[src/design/ffa_pkg.sv]
// ffa_pkg: arena geometry, header entry layout, memory request type and opcodes
// shared by the first-fit allocator interfaces, controller and top level
// no dependencies
package ffa_pkg;

  localparam int unsigned ARENA_BYTES  = 1024;
  localparam int unsigned HEADER_BYTES = 13;
  localparam int unsigned MAX_VISITS   = 78;

  localparam int unsigned LEN_W  = 10;
  localparam int unsigned ADDR_W = 10;
  localparam int unsigned OFF_W  = $clog2(ARENA_BYTES);
  localparam int unsigned PTR_W  = OFF_W + 1;
  localparam int unsigned SIZE_W = OFF_W;
  localparam int unsigned VIS_W  = $clog2(MAX_VISITS + 1);
  localparam int unsigned SUM_W  = ((OFF_W > LEN_W) ? OFF_W : LEN_W) + 2;

  localparam logic [PTR_W-1:0]  END_OF_LIST = PTR_W'(ARENA_BYTES);
  localparam logic [SIZE_W-1:0] INIT_SIZE   = SIZE_W'(ARENA_BYTES - HEADER_BYTES);
  localparam logic [OFF_W-1:0]  HDR_OFF     = OFF_W'(HEADER_BYTES % ARENA_BYTES);

  localparam logic OP_ALLOC  = 1'b0;
  localparam logic OP_FREE   = 1'b1;
  localparam logic ST_DONE   = 1'b0;
  localparam logic ST_NO_FIT = 1'b1;

  typedef struct packed {
    logic [PTR_W-1:0]  next;
    logic [SIZE_W-1:0] size;
  } hdr_t;

  typedef struct packed {
    logic             we;
    logic [OFF_W-1:0] waddr;
    hdr_t             wdata;
    logic             re;
    logic [OFF_W-1:0] raddr;
  } mem_req_t;

  // header offset of a released payload, wrapping within the arena
  function automatic logic [OFF_W-1:0] free_hdr(logic [ADDR_W-1:0] addr);
    logic [OFF_W-1:0] a;
    a = OFF_W'(addr);
    return a - HDR_OFF;
  endfunction

endpackage

[src/design/ffa_req_if.sv]
// ffa_req_if: request channel of the allocator, valid/ready with opcode and operands
// depends on ffa_pkg
interface ffa_req_if import ffa_pkg::*; ();
  logic              valid;
  logic              ready;
  logic              opcode;
  logic [LEN_W-1:0]  request_length;
  logic [ADDR_W-1:0] block_address;

  modport source (output valid, opcode, request_length, block_address, input ready);
  modport sink   (input valid, opcode, request_length, block_address, output ready);
endinterface

[src/design/ffa_rsp_if.sv]
// ffa_rsp_if: response channel of the allocator, valid/ready with status and payload offset
// depends on ffa_pkg
interface ffa_rsp_if import ffa_pkg::*; ();
  logic              valid;
  logic              ready;
  logic              status;
  logic [ADDR_W-1:0] payload_address;

  modport source (output valid, status, payload_address, input ready);
  modport sink   (input valid, status, payload_address, output ready);
endinterface

[src/design/ffa_ctrl.sv]
// ffa_ctrl: clearing pass, free-list walk, split and push sequencer with output register
// depends on ffa_pkg, ffa_req_if, ffa_rsp_if; drives the header RAM through mem_req_t
module ffa_ctrl import ffa_pkg::*; (
  input  logic     clk_i,
  input  logic     rst_ni,
  ffa_req_if.sink  req_i,
  ffa_rsp_if.source rsp_o,
  output mem_req_t mem_o,
  input  hdr_t     rdata_i
);

  localparam logic [2:0] S_CLEAR = 3'd0;
  localparam logic [2:0] S_IDLE  = 3'd1;
  localparam logic [2:0] S_WALK  = 3'd2;
  localparam logic [2:0] S_FREE  = 3'd3;
  localparam logic [2:0] S_PREV  = 3'd4;
  localparam logic [2:0] S_CUR   = 3'd5;
  localparam logic [2:0] S_OUT   = 3'd6;

  logic [2:0]        state_q, state_d;
  logic [OFF_W-1:0]  clr_q, clr_d;
  logic [PTR_W-1:0]  free_head_q, free_head_d;
  logic [OFF_W-1:0]  cur_q, cur_d;
  logic [OFF_W-1:0]  prev_q, prev_d;
  logic [SIZE_W-1:0] prev_size_q, prev_size_d;
  logic              have_prev_q, have_prev_d;
  logic [VIS_W-1:0]  visits_q, visits_d;
  logic [LEN_W-1:0]  len_q, len_d;
  logic [OFF_W-1:0]  rest_q, rest_d;
  logic [SIZE_W-1:0] rest_size_q, rest_size_d;
  logic              res_status_q, res_status_d;
  logic [ADDR_W-1:0] res_addr_q, res_addr_d;
  logic              out_valid_q, out_valid_d;
  logic              out_status_q, out_status_d;
  logic [ADDR_W-1:0] out_addr_q, out_addr_d;

  logic [SUM_W-1:0]  need, avail_ext, rest_sum;
  logic              fit, more;
  logic [VIS_W-1:0]  vis_nx;
  logic              in_xfer;

  assign req_i.ready = (state_q == S_IDLE);
  assign in_xfer     = req_i.valid && req_i.ready;

  assign need      = SUM_W'(len_q) + SUM_W'(HEADER_BYTES);
  assign avail_ext = SUM_W'(rdata_i.size);
  assign rest_sum  = SUM_W'(cur_q) + need;
  assign fit       = (avail_ext >= need) && (rest_sum < SUM_W'(ARENA_BYTES));
  assign vis_nx    = visits_q + VIS_W'(1);
  assign more      = (rdata_i.next < END_OF_LIST) && (vis_nx < VIS_W'(MAX_VISITS));

  always_comb begin
    state_d      = state_q;
    clr_d        = clr_q;
    free_head_d  = free_head_q;
    cur_d        = cur_q;
    prev_d       = prev_q;
    prev_size_d  = prev_size_q;
    have_prev_d  = have_prev_q;
    visits_d     = visits_q;
    len_d        = len_q;
    rest_d       = rest_q;
    rest_size_d  = rest_size_q;
    res_status_d = res_status_q;
    res_addr_d   = res_addr_q;
    out_valid_d  = out_valid_q && !rsp_o.ready;
    out_status_d = out_status_q;
    out_addr_d   = out_addr_q;
    mem_o        = '0;

    unique case (state_q)
      S_CLEAR: begin
        mem_o.we    = 1'b1;
        mem_o.waddr = clr_q;
        if (clr_q == '0) begin
          mem_o.wdata.size = INIT_SIZE;
          mem_o.wdata.next = END_OF_LIST;
        end
        clr_d = clr_q + OFF_W'(1);
        if (clr_q == '1) begin
          state_d = S_IDLE;
        end
      end
      S_IDLE: begin
        if (in_xfer) begin
          len_d = req_i.request_length;
          if (req_i.opcode == OP_FREE) begin
            cur_d       = free_hdr(req_i.block_address);
            mem_o.re    = 1'b1;
            mem_o.raddr = free_hdr(req_i.block_address);
            state_d     = S_FREE;
          end else if (free_head_q >= END_OF_LIST) begin
            res_status_d = ST_NO_FIT;
            res_addr_d   = '0;
            state_d      = S_OUT;
          end else begin
            cur_d       = free_head_q[OFF_W-1:0];
            mem_o.re    = 1'b1;
            mem_o.raddr = free_head_q[OFF_W-1:0];
            visits_d    = '0;
            have_prev_d = 1'b0;
            state_d     = S_WALK;
          end
        end
      end
      S_WALK: begin
        if (fit) begin
          rest_d           = rest_sum[OFF_W-1:0];
          rest_size_d      = SIZE_W'(avail_ext - need);
          mem_o.we         = 1'b1;
          mem_o.waddr      = rest_sum[OFF_W-1:0];
          mem_o.wdata.size = SIZE_W'(avail_ext - need);
          mem_o.wdata.next = rdata_i.next;
          state_d          = have_prev_q ? S_PREV : S_CUR;
        end else begin
          prev_d      = cur_q;
          prev_size_d = rdata_i.size;
          have_prev_d = 1'b1;
          visits_d    = vis_nx;
          cur_d       = rdata_i.next[OFF_W-1:0];
          if (more) begin
            mem_o.re    = 1'b1;
            mem_o.raddr = rdata_i.next[OFF_W-1:0];
          end else begin
            res_status_d = ST_NO_FIT;
            res_addr_d   = '0;
            state_d      = S_OUT;
          end
        end
      end
      S_PREV: begin
        // the remainder may have landed on the predecessor's own header
        mem_o.we         = 1'b1;
        mem_o.waddr      = prev_q;
        mem_o.wdata.size = (prev_q == rest_q) ? rest_size_q : prev_size_q;
        mem_o.wdata.next = PTR_W'(rest_q);
        state_d          = S_CUR;
      end
      S_CUR: begin
        mem_o.we         = 1'b1;
        mem_o.waddr      = cur_q;
        mem_o.wdata.size = SIZE_W'(len_q);
        mem_o.wdata.next = END_OF_LIST;
        if (!have_prev_q) begin
          free_head_d = PTR_W'(rest_q);
        end
        res_status_d = ST_DONE;
        res_addr_d   = ADDR_W'(SUM_W'(cur_q) + SUM_W'(HEADER_BYTES));
        state_d      = S_OUT;
      end
      S_FREE: begin
        mem_o.we         = 1'b1;
        mem_o.waddr      = cur_q;
        mem_o.wdata.size = rdata_i.size;
        mem_o.wdata.next = free_head_q;
        free_head_d      = PTR_W'(cur_q);
        res_status_d     = ST_DONE;
        res_addr_d       = '0;
        state_d          = S_OUT;
      end
      S_OUT: begin
        if (!out_valid_q || rsp_o.ready) begin
          out_valid_d  = 1'b1;
          out_status_d = res_status_q;
          out_addr_d   = res_addr_q;
          state_d      = S_IDLE;
        end
      end
      default: begin
        state_d = S_IDLE;
      end
    endcase
  end

  always_ff @(posedge clk_i or negedge rst_ni) begin
    if (!rst_ni) begin
      state_q     <= S_CLEAR;
      clr_q       <= '0;
      free_head_q <= '0;
      have_prev_q <= 1'b0;
      visits_q    <= '0;
      out_valid_q <= 1'b0;
    end else begin
      state_q     <= state_d;
      clr_q       <= clr_d;
      free_head_q <= free_head_d;
      have_prev_q <= have_prev_d;
      visits_q    <= visits_d;
      out_valid_q <= out_valid_d;
    end
  end

  always_ff @(posedge clk_i) begin
    cur_q        <= cur_d;
    prev_q       <= prev_d;
    prev_size_q  <= prev_size_d;
    len_q        <= len_d;
    rest_q       <= rest_d;
    rest_size_q  <= rest_size_d;
    res_status_q <= res_status_d;
    res_addr_q   <= res_addr_d;
    out_status_q <= out_status_d;
    out_addr_q   <= out_addr_d;
  end

  assign rsp_o.valid           = out_valid_q;
  assign rsp_o.status          = out_status_q;
  assign rsp_o.payload_address = out_addr_q;

  a_visits_capped: assert property (@(posedge clk_i) disable iff (!rst_ni)
    state_q == S_WALK |-> visits_q < VIS_W'(MAX_VISITS))
    else $error("walk exceeded visit cap");

  a_no_take_in_clear: assert property (@(posedge clk_i) disable iff (!rst_ni)
    state_q == S_CLEAR |-> !req_i.ready)
    else $error("request taken during clearing pass");

  a_fit_then_link: assert property (@(posedge clk_i) disable iff (!rst_ni)
    (state_q == S_WALK && fit) |=> (state_q == S_PREV || state_q == S_CUR))
    else $error("split not followed by relink");

  a_prev_known: assert property (@(posedge clk_i) disable iff (!rst_ni)
    state_q == S_PREV |-> have_prev_q)
    else $error("predecessor relink without predecessor");

  a_head_in_arena: assert property (@(posedge clk_i) disable iff (!rst_ni)
    free_head_q < END_OF_LIST)
    else $error("free list head outside arena");

endmodule

[src/flat_wrapper.sv]
// flat-port wrapper written by rule: the top's interface ports become plain ports
module ffa_ctrl_flat import ffa_pkg::*;
  (clk_i, rst_ni, mem_o, rdata_i, req_i_valid, req_i_opcode, req_i_request_length, req_i_block_address, req_i_ready, rsp_o_valid, rsp_o_status, rsp_o_payload_address, rsp_o_ready);
  ffa_req_if req_i_i ();
  ffa_rsp_if rsp_o_i ();
  input  logic clk_i;
  input  logic rst_ni;
  output mem_req_t mem_o;
  input  hdr_t rdata_i;
  input wire logic [$bits(req_i_i.valid)-1:0] req_i_valid;
  input wire logic [$bits(req_i_i.opcode)-1:0] req_i_opcode;
  input wire logic [$bits(req_i_i.request_length)-1:0] req_i_request_length;
  input wire logic [$bits(req_i_i.block_address)-1:0] req_i_block_address;
  output wire logic [$bits(req_i_i.ready)-1:0] req_i_ready;
  output wire logic [$bits(rsp_o_i.valid)-1:0] rsp_o_valid;
  output wire logic [$bits(rsp_o_i.status)-1:0] rsp_o_status;
  output wire logic [$bits(rsp_o_i.payload_address)-1:0] rsp_o_payload_address;
  input wire logic [$bits(rsp_o_i.ready)-1:0] rsp_o_ready;
  assign req_i_i.valid = req_i_valid;
  assign req_i_i.opcode = req_i_opcode;
  assign req_i_i.request_length = req_i_request_length;
  assign req_i_i.block_address = req_i_block_address;
  assign req_i_ready = req_i_i.ready;
  assign rsp_o_valid = rsp_o_i.valid;
  assign rsp_o_status = rsp_o_i.status;
  assign rsp_o_payload_address = rsp_o_i.payload_address;
  assign rsp_o_i.ready = rsp_o_ready;
  ffa_ctrl u_core (.clk_i(clk_i), .rst_ni(rst_ni), .req_i(req_i_i), .rsp_o(rsp_o_i), .mem_o(mem_o), .rdata_i(rdata_i));
endmodule
[config.mk]
export PLATFORM = sky130hd
export DESIGN_NAME = ffa_ctrl_flat
export DESIGN_NICKNAME = d
export VERILOG_FILES = /design/src/design/ffa_pkg.sv /design/src/design/ffa_req_if.sv /design/src/design/ffa_rsp_if.sv /design/src/design/ffa_ctrl.sv /design/src/flat_wrapper.sv
export SDC_FILE = /design/constraint.sdc
export NUM_CORES = 1
export LEC_CHECK = 0
export BUFFER_PORTS_ARGS = -buffer_cell sky130_fd_sc_hd__buf_2
export CORE_ASPECT_RATIO = 1.4
export CORE_MARGIN = 1
export CORE_UTILIZATION = 50
export DETAILED_ROUTE_END_ITERATION = 6
export PLACE_DENSITY = 0.71
export SYNTH_ARGS = -nofsm -noshare
export SYNTH_HDL_FRONTEND = slang
export SYNTH_SLANG_ARGS = --single-unit
[constraint.sdc]
create_clock -name clk_i -period 9.7 [get_ports clk_i]
set_input_delay 0.485 -clock clk_i [delete_from_list [all_inputs] [get_ports clk_i]]
set_output_delay 0.485 -clock clk_i [all_outputs]
set_load 0.05 [all_outputs]
==> run metrics, run 1 <==
status finished clean; area grow syn2layout 17.8%; FILL cells 1,107; Netlist cell types 68; path type of the worst min-delay path in -> async; Post-Syn Area 6790 sq um; RSZ-0062 raised after global routing no; YS warnings 0; CP startpoint kind register; data arrival time of the critical path 4.47 ns; Post-synth EDFFs 82; H-tree lvl count 4; Tot Pwr 2850 uW; vias per cell 5.91; Clock Sinks 114; r2r startpoint u_core.len_q[0]$_DFFE_PP_; Critical path origin u_core.len_q[0]$_DFFE_PP_; Site Rows 50; drt total wl 18,400 um; sequential share of the synthesized area 48.0%; Max FO, Critical Path 48; asr flop ratio synth 28.1%; total clock buffers created by CTS 17; die area 14,100 sq um; CP required 9.22 ns; layout cells sized above 1 21.4%; antenna viol nets, final 0; Port Buffers 101; Die Y 140 um; DR pass1 iterations 6; slew at the pin closest to its max-slew limit 1.08 ns; routability cong. 0.920; Critical Path Sink Type output pin; top_reg_cell synth edfxtp_1; root buffer cell clkbuf_16; syn avg cell area 10.6 sq um; All-Layer GR Usage 26.8%; R2R Setup Slk 5.82 ns; DRC 0; TritonCTS clock tree yes; Setup Crit Path Kind reg -> out; ANT cells 0; Inst Count DP 907; initial core utilization 51.0%; Slew Limit Headroom 27.8%; drt first-iter violations 397; I/O Pins 102; DR WL/cell 19.6 um; Nets 818; clk_skew 0.00822 ns; first-pass GRT wire length 28,200 um; P per Cell Area 356 nW/um^2; worst-skew pair later-pin latency 0.41 ns; period utilization 51.1%; Setup Total Neg Slack 0 ns; commonest non-fill, non-tap cell in the layout buf_2; max cap viols 0; cts repair resizes 0; commonest cells after routing, fill and taps aside buf_2, edfxtp_1, nand2_1, nor2_1, xnor2_1; Tmin final 4.96 ns; grt total ovfl 0; CORE AREA 13,300 sq um; Via Count 5,548; leakage 0.00340 uW; Max Fclk 202 MHz; Final Max Slew Viols 0; Hold Buf Count CTS 0; die span in x 101 um; Longest Clk Path Bufs 2; VDD IR max 0.183 mV; final std cells w/o fill 939; post-detail-place hpwl 13,500 um; vias in the first global route 5,356; Final setup violation count 0; initial antenna violation count 0; largest net degree at the start of global routing 49; Net Count, Synth 717; clock slew at reported path FFs 0.06 ns; endpoints failing hold 0; Post-Syn Instances 643; #FFs+latches synth 114; post-CTS setup repair buffer count 0
[Yosys cell counts (all sizes together) (13+ instances only)]
library cell	instances	area, sq um
a21oi	26	138
clkbuf	15	57.6
dfrtp	32	801
edfxtp	82	2460
ha	26	325
inv	30	115
mux2i	32	320
nand2	81	304
nor2	53	199
nor3	13	81.3
o21ai	30	154
xnor2	40	350
xor2	16	140
[stage by stage]
step                cell area [sq um]  hold WS [ns]  utilization [%]  setup slack [ns]
finish                           8010         0.152             60.1              4.74
global route                     8010         0.203             60.1              4.40
CTS                              8010         0.164             60.1              4.76
detailed placement               7460         0.405             56.0              5.23
global placement                 7460         0.403             56.0              5.38
floorplan                        6790         0.189                -              5.97
[critical path: stages (launching register included)]
cell and delay, ns:
edfxtp_1 0.43, ha_1 0.26, nor3_2 0.16, nand3b_1 0.20
xnor2_1 0.19, inv_1 0.08, ha_1 0.37, a21o_1 0.17
nor3_1 0.07, a21oi_1 0.27, a31o_2 0.27, nand4_4 0.20
inv_2 0.80, a221o_1 0.29, buf_2 0.27
[sequential cells by signal, indices dropped and copies added, names as in the netlist, 3 cells and up]
signal                        count
u_core.state_q                    3
u_core.prev_q                    10
u_core.visits_q                   7
u_core.cur_q                     10
u_core.rest_size_q               10
u_core.prev_size_q               10
u_core.len_q                     10
u_core.clr_q                     10
u_core.res_addr_q                10
u_core.rsp_o.payload_address     10
u_core.rest_q                    10
u_core.free_head_q               10
[cells by family (layout without fill, tap and decap cells)]
logic type | count (synthesis) | in the layout | synth area share [%]
flops | 114 | 114 | 48.0
simple gates | 205 | 205 | 14.6
compound gates | 149 | 149 | 16.0
fa+ha+maj | 28 | 28 | 5.38
xor+xnor | 56 | 56 | 7.22
buf+inv | 56 | 170 | 3.55
mux | 35 | 35 | 5.21
[where the power goes]
group | total (uW) | switching [uW] | internal [uW]
clock network | 582 | 249 | 333
logic | 1410 | 987 | 428
registers | 856 | 136 | 720
[metal layers]
| metal | vias up | wire length [um] | track usage (%) |
|---|---|---|---|
| met2 | 261 | 9150 | 44.7 |
| met5 | - | 0 | 0 |
| li1 | 2574 | - | - |
| met1 | 2667 | 7210 | 32.4 |
| met3 | 46 | 1290 | 5.79 |
| met4 | 0 | 731 | 13.7 |
[area by class of cell]
type	instances	area [sq um]	area share (%)
flip-flops and latches	114	3260	40.8
clock inverters	15	124	1.55
multi-input cells	473	3300	41.2
inverters	31	119	1.48
well taps	182	228	2.84
repair buffers	107	551	6.88
clock buffers	17	425	5.31
[worst paths after layout]
| path | to | depth (start not counted) |
|---|---|---|
| max | mem_o[41] | 14 |
| min | u_core.free_head_q[7]$_DFFE_PN0P_ | 1 |
| max reg2reg | u_core.rest_size_q[1]$_DFFE_PP_ | 12 |
| min reg2reg | u_core.rsp_o.payload_address[9]$_DFFE_PP_ | 0 |
| max in group asynchronous | u_core.have_prev_q$_DFFE_PN0P_ | 1 |
| min in group clk_i | u_core.len_q[6]$_DFFE_PP_ | 1 |
Power figures use the tool's default switching activity.
==> run 2, diff against run 1 <==
- clock period: 9.7 -> 4.96 ns (I/O delays scaled with it)
==> run 2 against run 1 <==
  * Sequential power increased by 95%
  * Clock-buffer cell count up 1
  * Utilization is 0.76 points higher
  * Hold slack worse by 0.14 ns
  * Global-route usage increased by 0.67 points
  * Critical path type unchanged
==> run metrics, run 2 (synthesis gave the netlist of run 1 again) <==
largest net degree at the start of global routing 33; total clock buffers created by CTS 17; H-tree lvl count 4; P per Cell Area 706 nW/um^2; Switching Share 46.7%; Worst Setup EP mem_o[27]; CP Cell Sequence ha_1, nor3_2, nand3b_1, xnor2_1, inv_1, ha_1, a21o_1, nor3_1, a21oi_1, a31o_2, nand4_4, inv_2, buf_4, nand2_1, nand2_1, buf_2; Crit path max-delay family buffers and inverters; post-CTS setup repair buffer count 0; VDD IR max 0.374 mV; Tot Pwr 5720 uW; first-pass GRT wire length 29,100 um; r2r startpoint u_core.len_q[0]$_DFFE_PP_; Final setup violation count 0; clock slew at reported path FFs 0.06 ns; DR pass1 iterations 6; Longest Clk Path Bufs 2; Tmin final 4.45 ns; Site Rows 50; root buffer cell clkbuf_16; TritonCTS clock tree yes; Comb power frac 48.6%; clock share of power 22.2%; CP Buf/Inv Count 4; vias per cell 5.95; Critical path origin u_core.len_q[0]$_DFFE_PP_; Critical Path Max Stage Delay 0.43 ns; Net Sw Power 2670 uW; CP startpoint kind register; Pint 3050 uW; drt total wl 18,400 um; All-Layer GR Usage 27.5%; Critical Path Sink Type output pin; Sequential Power Share 29.2%; status finished clean; r2r worst-path depth 13; die area 14,100 sq um; Setup Total Neg Slack 0 ns; CP required 4.71 ns; FILL cells 1,118; commonest non-fill, non-tap cell in the layout buf_2; Port Buffers 101; Nets 823; RR Endpoint u_core.rest_q[3]$_DFFE_PP_; commonest cells after routing, fill and taps aside buf_2, edfxtp_1, nand2_1, nor2_1, xnor2_1; DR WL/cell 19.5 um; die span in x 101 um; instance count on the critical path 16; data arrival time of the critical path 4.20 ns; final std cells w/o fill 944; antenna viol nets, final 0; ANT cells 0; hold_ws 0.0126 ns; CORE AREA 13,300 sq um; clk_skew 0.00674 ns; Via Count 5,620; DRC 0; RSZ-0062 raised after global routing no; worst-skew pair later-pin latency 0.41 ns; Max Fclk 225 MHz; path type of the worst min-delay path in -> reg; endpoints failing hold 0; drt first-iter violations 383; vias in the first global route 5,697; Die Y 140 um; grt total ovfl 0; post-detail-place hpwl 13,500 um; Crit-path slowest cell edfxtp_1; max cap viols 0; area grow syn2layout 19.3%; routability cong. 0.941; Max FO, Critical Path 20; layout cells sized above 1 21.5%; period utilization 89.7%; Clock Sinks 114; Final Max Slew Viols 0; R2R Setup Slk 1.27 ns; slew at the pin closest to its max-slew limit 1.12 ns; initial antenna violation count 0; Inst Count DP 910; leakage 0.00344 uW; Min-Delay Startpoint req_i_request_length[7]; Slew Limit Headroom 25.2%; Setup Crit Path Kind reg -> out; I/O Pins 102; initial core utilization 51.0%
run 2: changes by cell type in the layout (fill, tap and decap cells not counted):
cell / delta
clkinv_2: -1
inv_8: -1
inv_6: -3
dlygate4sd3_1: +2
bufinv_16: +3
buf_4: +3
clkinvlp_4: +1
clkbuf_1: +1
run 2: power by group through the flow:
stage	Clock, uW	Sequential, uW	Combinational, uW
floorplan	0	1640	2060
CTS	1280	1660	2760
global placement	0	1670	2690
finish	1270	1670	2780
global route	1310	1700	2970
detailed placement	0	1680	2720
run 2: final cells by class:
type / count / area, sq um / area share, %
Multi-Input combinational cell: 473 / 3300 / 40.7
Sequential cell: 114 / 3260 / 40.3
Timing Repair Buffer: 112 / 593 / 7.32
Clock buffer: 18 / 429 / 5.29
Tap cell: 182 / 228 / 2.81
Clock inverter: 14 / 179 / 2.21
Inverter: 31 / 119 / 1.47
run 2: how the worst min path moves through the flow:
stage                                         to  depth (start not counted)
2_1_floorplan        u_core.clr_q[0]$_DFFE_PN0N_                          0
3_3_place_gp   u_core.free_head_q[7]$_DFFE_PN0P_                          1
3_5_place_dp   u_core.free_head_q[7]$_DFFE_PN0P_                          1
4_1_cts                u_core.len_q[7]$_DFFE_PP_                          1
5_1_grt                u_core.len_q[7]$_DFFE_PP_                          1
6_report               u_core.len_q[7]$_DFFE_PP_                          1
run 2: worst reg2reg max path: cells and delay by family (launching register included):
kind	cells	cell delay, ns
compound gates	3	0.72
buf+inv	3	0.79
xor+xnor	1	0.17
flops	1	0.43
fa+ha+maj	2	0.64
simple gates	4	0.61
run 2: metal layers:
layer / part of all wire [%] / track usage (%) / wire, um / vias up
met5: 0 / 0 / 0 / -
met4: 5.0 / 16.3 / 916 / 0
met3: 6.8 / 5.74 / 1260 / 62
met2: 50 / 45.9 / 9130 / 282
met1: 39 / 32.2 / 7080 / 2692
li1: - / - / - / 2584
run 2: repair_timing:
action	4_1_cts	5_1_grt
hold endpoints to repair	33	0
hold buffers	2	0
resized for setup	0	0
run 2: metrics by stage:
step                      setup WS (ns)  utilization [%]  cell area [sq um]
after detailed placement           1.00             56.1               7480
after global placement             1.14             56.1               7480
final                             0.510             60.8               8110
after CTS                         0.541             60.8               8110
after global routing              0.189             60.8               8110
after floorplan                    1.27                -               6790
==> run 3, diff against run 2 <==
- RECOVER_POWER: not set -> 50
==> run 3 against run 2 <==
  * The run now ends with max-capacitance violations, max-slew violations left
  * Non-clock buffer count is the same
  * Global-route usage is the same
  * Sequential share of layout area grew 0.28 points
  * Clock power is essentially flat
  * Register-to-register slack is essentially flat
  * Critical path type unchanged
  * Critical endpoint unchanged
==> run metrics, run 3 (synthesis gave the netlist of run 1 again) <==
vias in the first global route 5,697; DR WL/cell 19.5 um; r2r worst-path depth 13; post-detail-place hpwl 13,500 um; Crit-path slowest cell edfxtp_1; max cap viols 2; ANT cells 0; Die Y 140 um; final std cells w/o fill 944; area grow syn2layout 18.5%; commonest non-fill, non-tap cell in the layout edfxtp_1; CP startpoint kind register; Slew Limit Headroom -24.4%; status finished, violations left; initial antenna violation count 0; Crit path max-delay family buffers and inverters; Via Count 5,634; worst-skew pair later-pin latency 0.41 ns; Final setup violation count 0; leakage 0.00335 uW; Max FO, Critical Path 20; failing checks max-capacitance violations, max-slew violations; Setup Total Neg Slack 0 ns; layout cells sized above 1 17.5%; initial core utilization 51.0%; Longest Clk Path Bufs 2; Setup Crit Path Kind reg -> out; Final Max Slew Viols 64; drt total wl 18,400 um; Site Rows 50; VDD IR max 0.374 mV; grt total ovfl 0; DR pass1 iterations 5; root buffer cell clkbuf_16; RSZ-0062 raised after global routing no; Critical Path Sink Type output pin; Clock Sinks 114; slew at the pin closest to its max-slew limit 1.87 ns; period utilization 90.0%; path type of the worst min-delay path in -> reg; clock slew at reported path FFs 0.06 ns; data arrival time of the critical path 4.22 ns; Nets 823; drt first-iter violations 306; CP Cell Sequence ha_1, nor3_2, nand3b_1, xnor2_1, inv_1, ha_1, a21o_1, nor3_1, a21oi_1, a31o_2, nand4_4, inv_2, buf_4, nand2_1, nand2_1, buf_2; die area 14,100 sq um; Tmin final 4.46 ns; TritonCTS clock tree yes; first-pass GRT wire length 29,100 um; All-Layer GR Usage 27.5%; H-tree lvl count 4; I/O Pins 102; total clock buffers created by CTS 17; Inst Count DP 910; P per Cell Area 708 nW/um^2; vias per cell 5.97; largest net degree at the start of global routing 33; Max Fclk 224 MHz; die span in x 101 um; Critical Path Max Stage Delay 0.43 ns; instance count on the critical path 16; Hold Crit Depth 1; clk_skew 0.00527 ns; Port Buffers 101; FILL cells 1,136; CP required 4.71 ns; DRC 0; commonest cells after routing, fill and taps aside edfxtp_1, nand2_1, buf_2, nor2_1, xnor2_1; endpoints failing hold 0; CP Buf/Inv Count 4; routability cong. 0.941; CORE AREA 13,300 sq um; antenna viol nets, final 0
## run 3: metal layers
layer	up-vias	global-route usage, %	share of wire [%]
met3	74	5.74	6.9
met1	2697	32.2	38
met2	280	45.9	50
met4	0	16.3	5.1
li1	2583	-	-
met5	-	0	0
## run 3: per-stage QoR
stage	worst slack, ns	power (uW)	util [%]	cell area, sq um	hold slack (ns)
2_1_floorplan	1.27	3700	-	6790	-0.0476
3_3_place_gp	1.14	4360	56.1	7480	0.351
3_5_place_dp	1.00	4400	56.1	7480	0.367
4_1_cts	0.541	5700	60.8	8110	0.00392
5_1_grt	0.176	5960	60.4	8050	0.00759
6_report	0.497	5700	60.4	8050	0.0116
## run 3: timing repair
item,4_1_cts,5_1_grt
resized for setup,0,0
hold buffers,2,0
setup buffers,0,0
endpoints found under the setup margin,0,0
hold endpoints to repair,33,0
## run 3: worst paths after layout
path                                                    start                                   endpoint  slack [ns]
max                                 u_core.len_q[0]$_DFFE_PP_                                  mem_o[27]        0.50
min                                   req_i_request_length[7]                  u_core.len_q[7]$_DFFE_PP_        0.01
max reg2reg                         u_core.len_q[0]$_DFFE_PP_                 u_core.rest_q[3]$_DFFE_PP_        1.27
min reg2reg                u_core.res_addr_q[9]$_SDFFCE_PP0P_  u_core.rsp_o.payload_address[9]$_DFFE_PP_        0.42
max in group asynchronous                              rst_ni                u_core.clr_q[5]$_DFFE_PN0N_        2.99
min in group asynchronous                              rst_ni          u_core.free_head_q[4]$_DFFE_PN0P_        0.89
## run 3: report_power, final
part | internal (uW) | switching (uW)
combinational | 826 | 1930
clock | 797 | 470
sequential | 1410 | 266
## run 3: area by class of cell
cell class	count	area, sq um	share of cell area (%)
Inverter	31	119	1.48
Clock inverter	14	179	2.22
Multi-Input combinational cell	473	3280	40.8
Sequential cell	114	3260	40.5
Clock buffer	18	429	5.33
Timing Repair Buffer	112	549	6.82
Tap cell	182	228	2.83
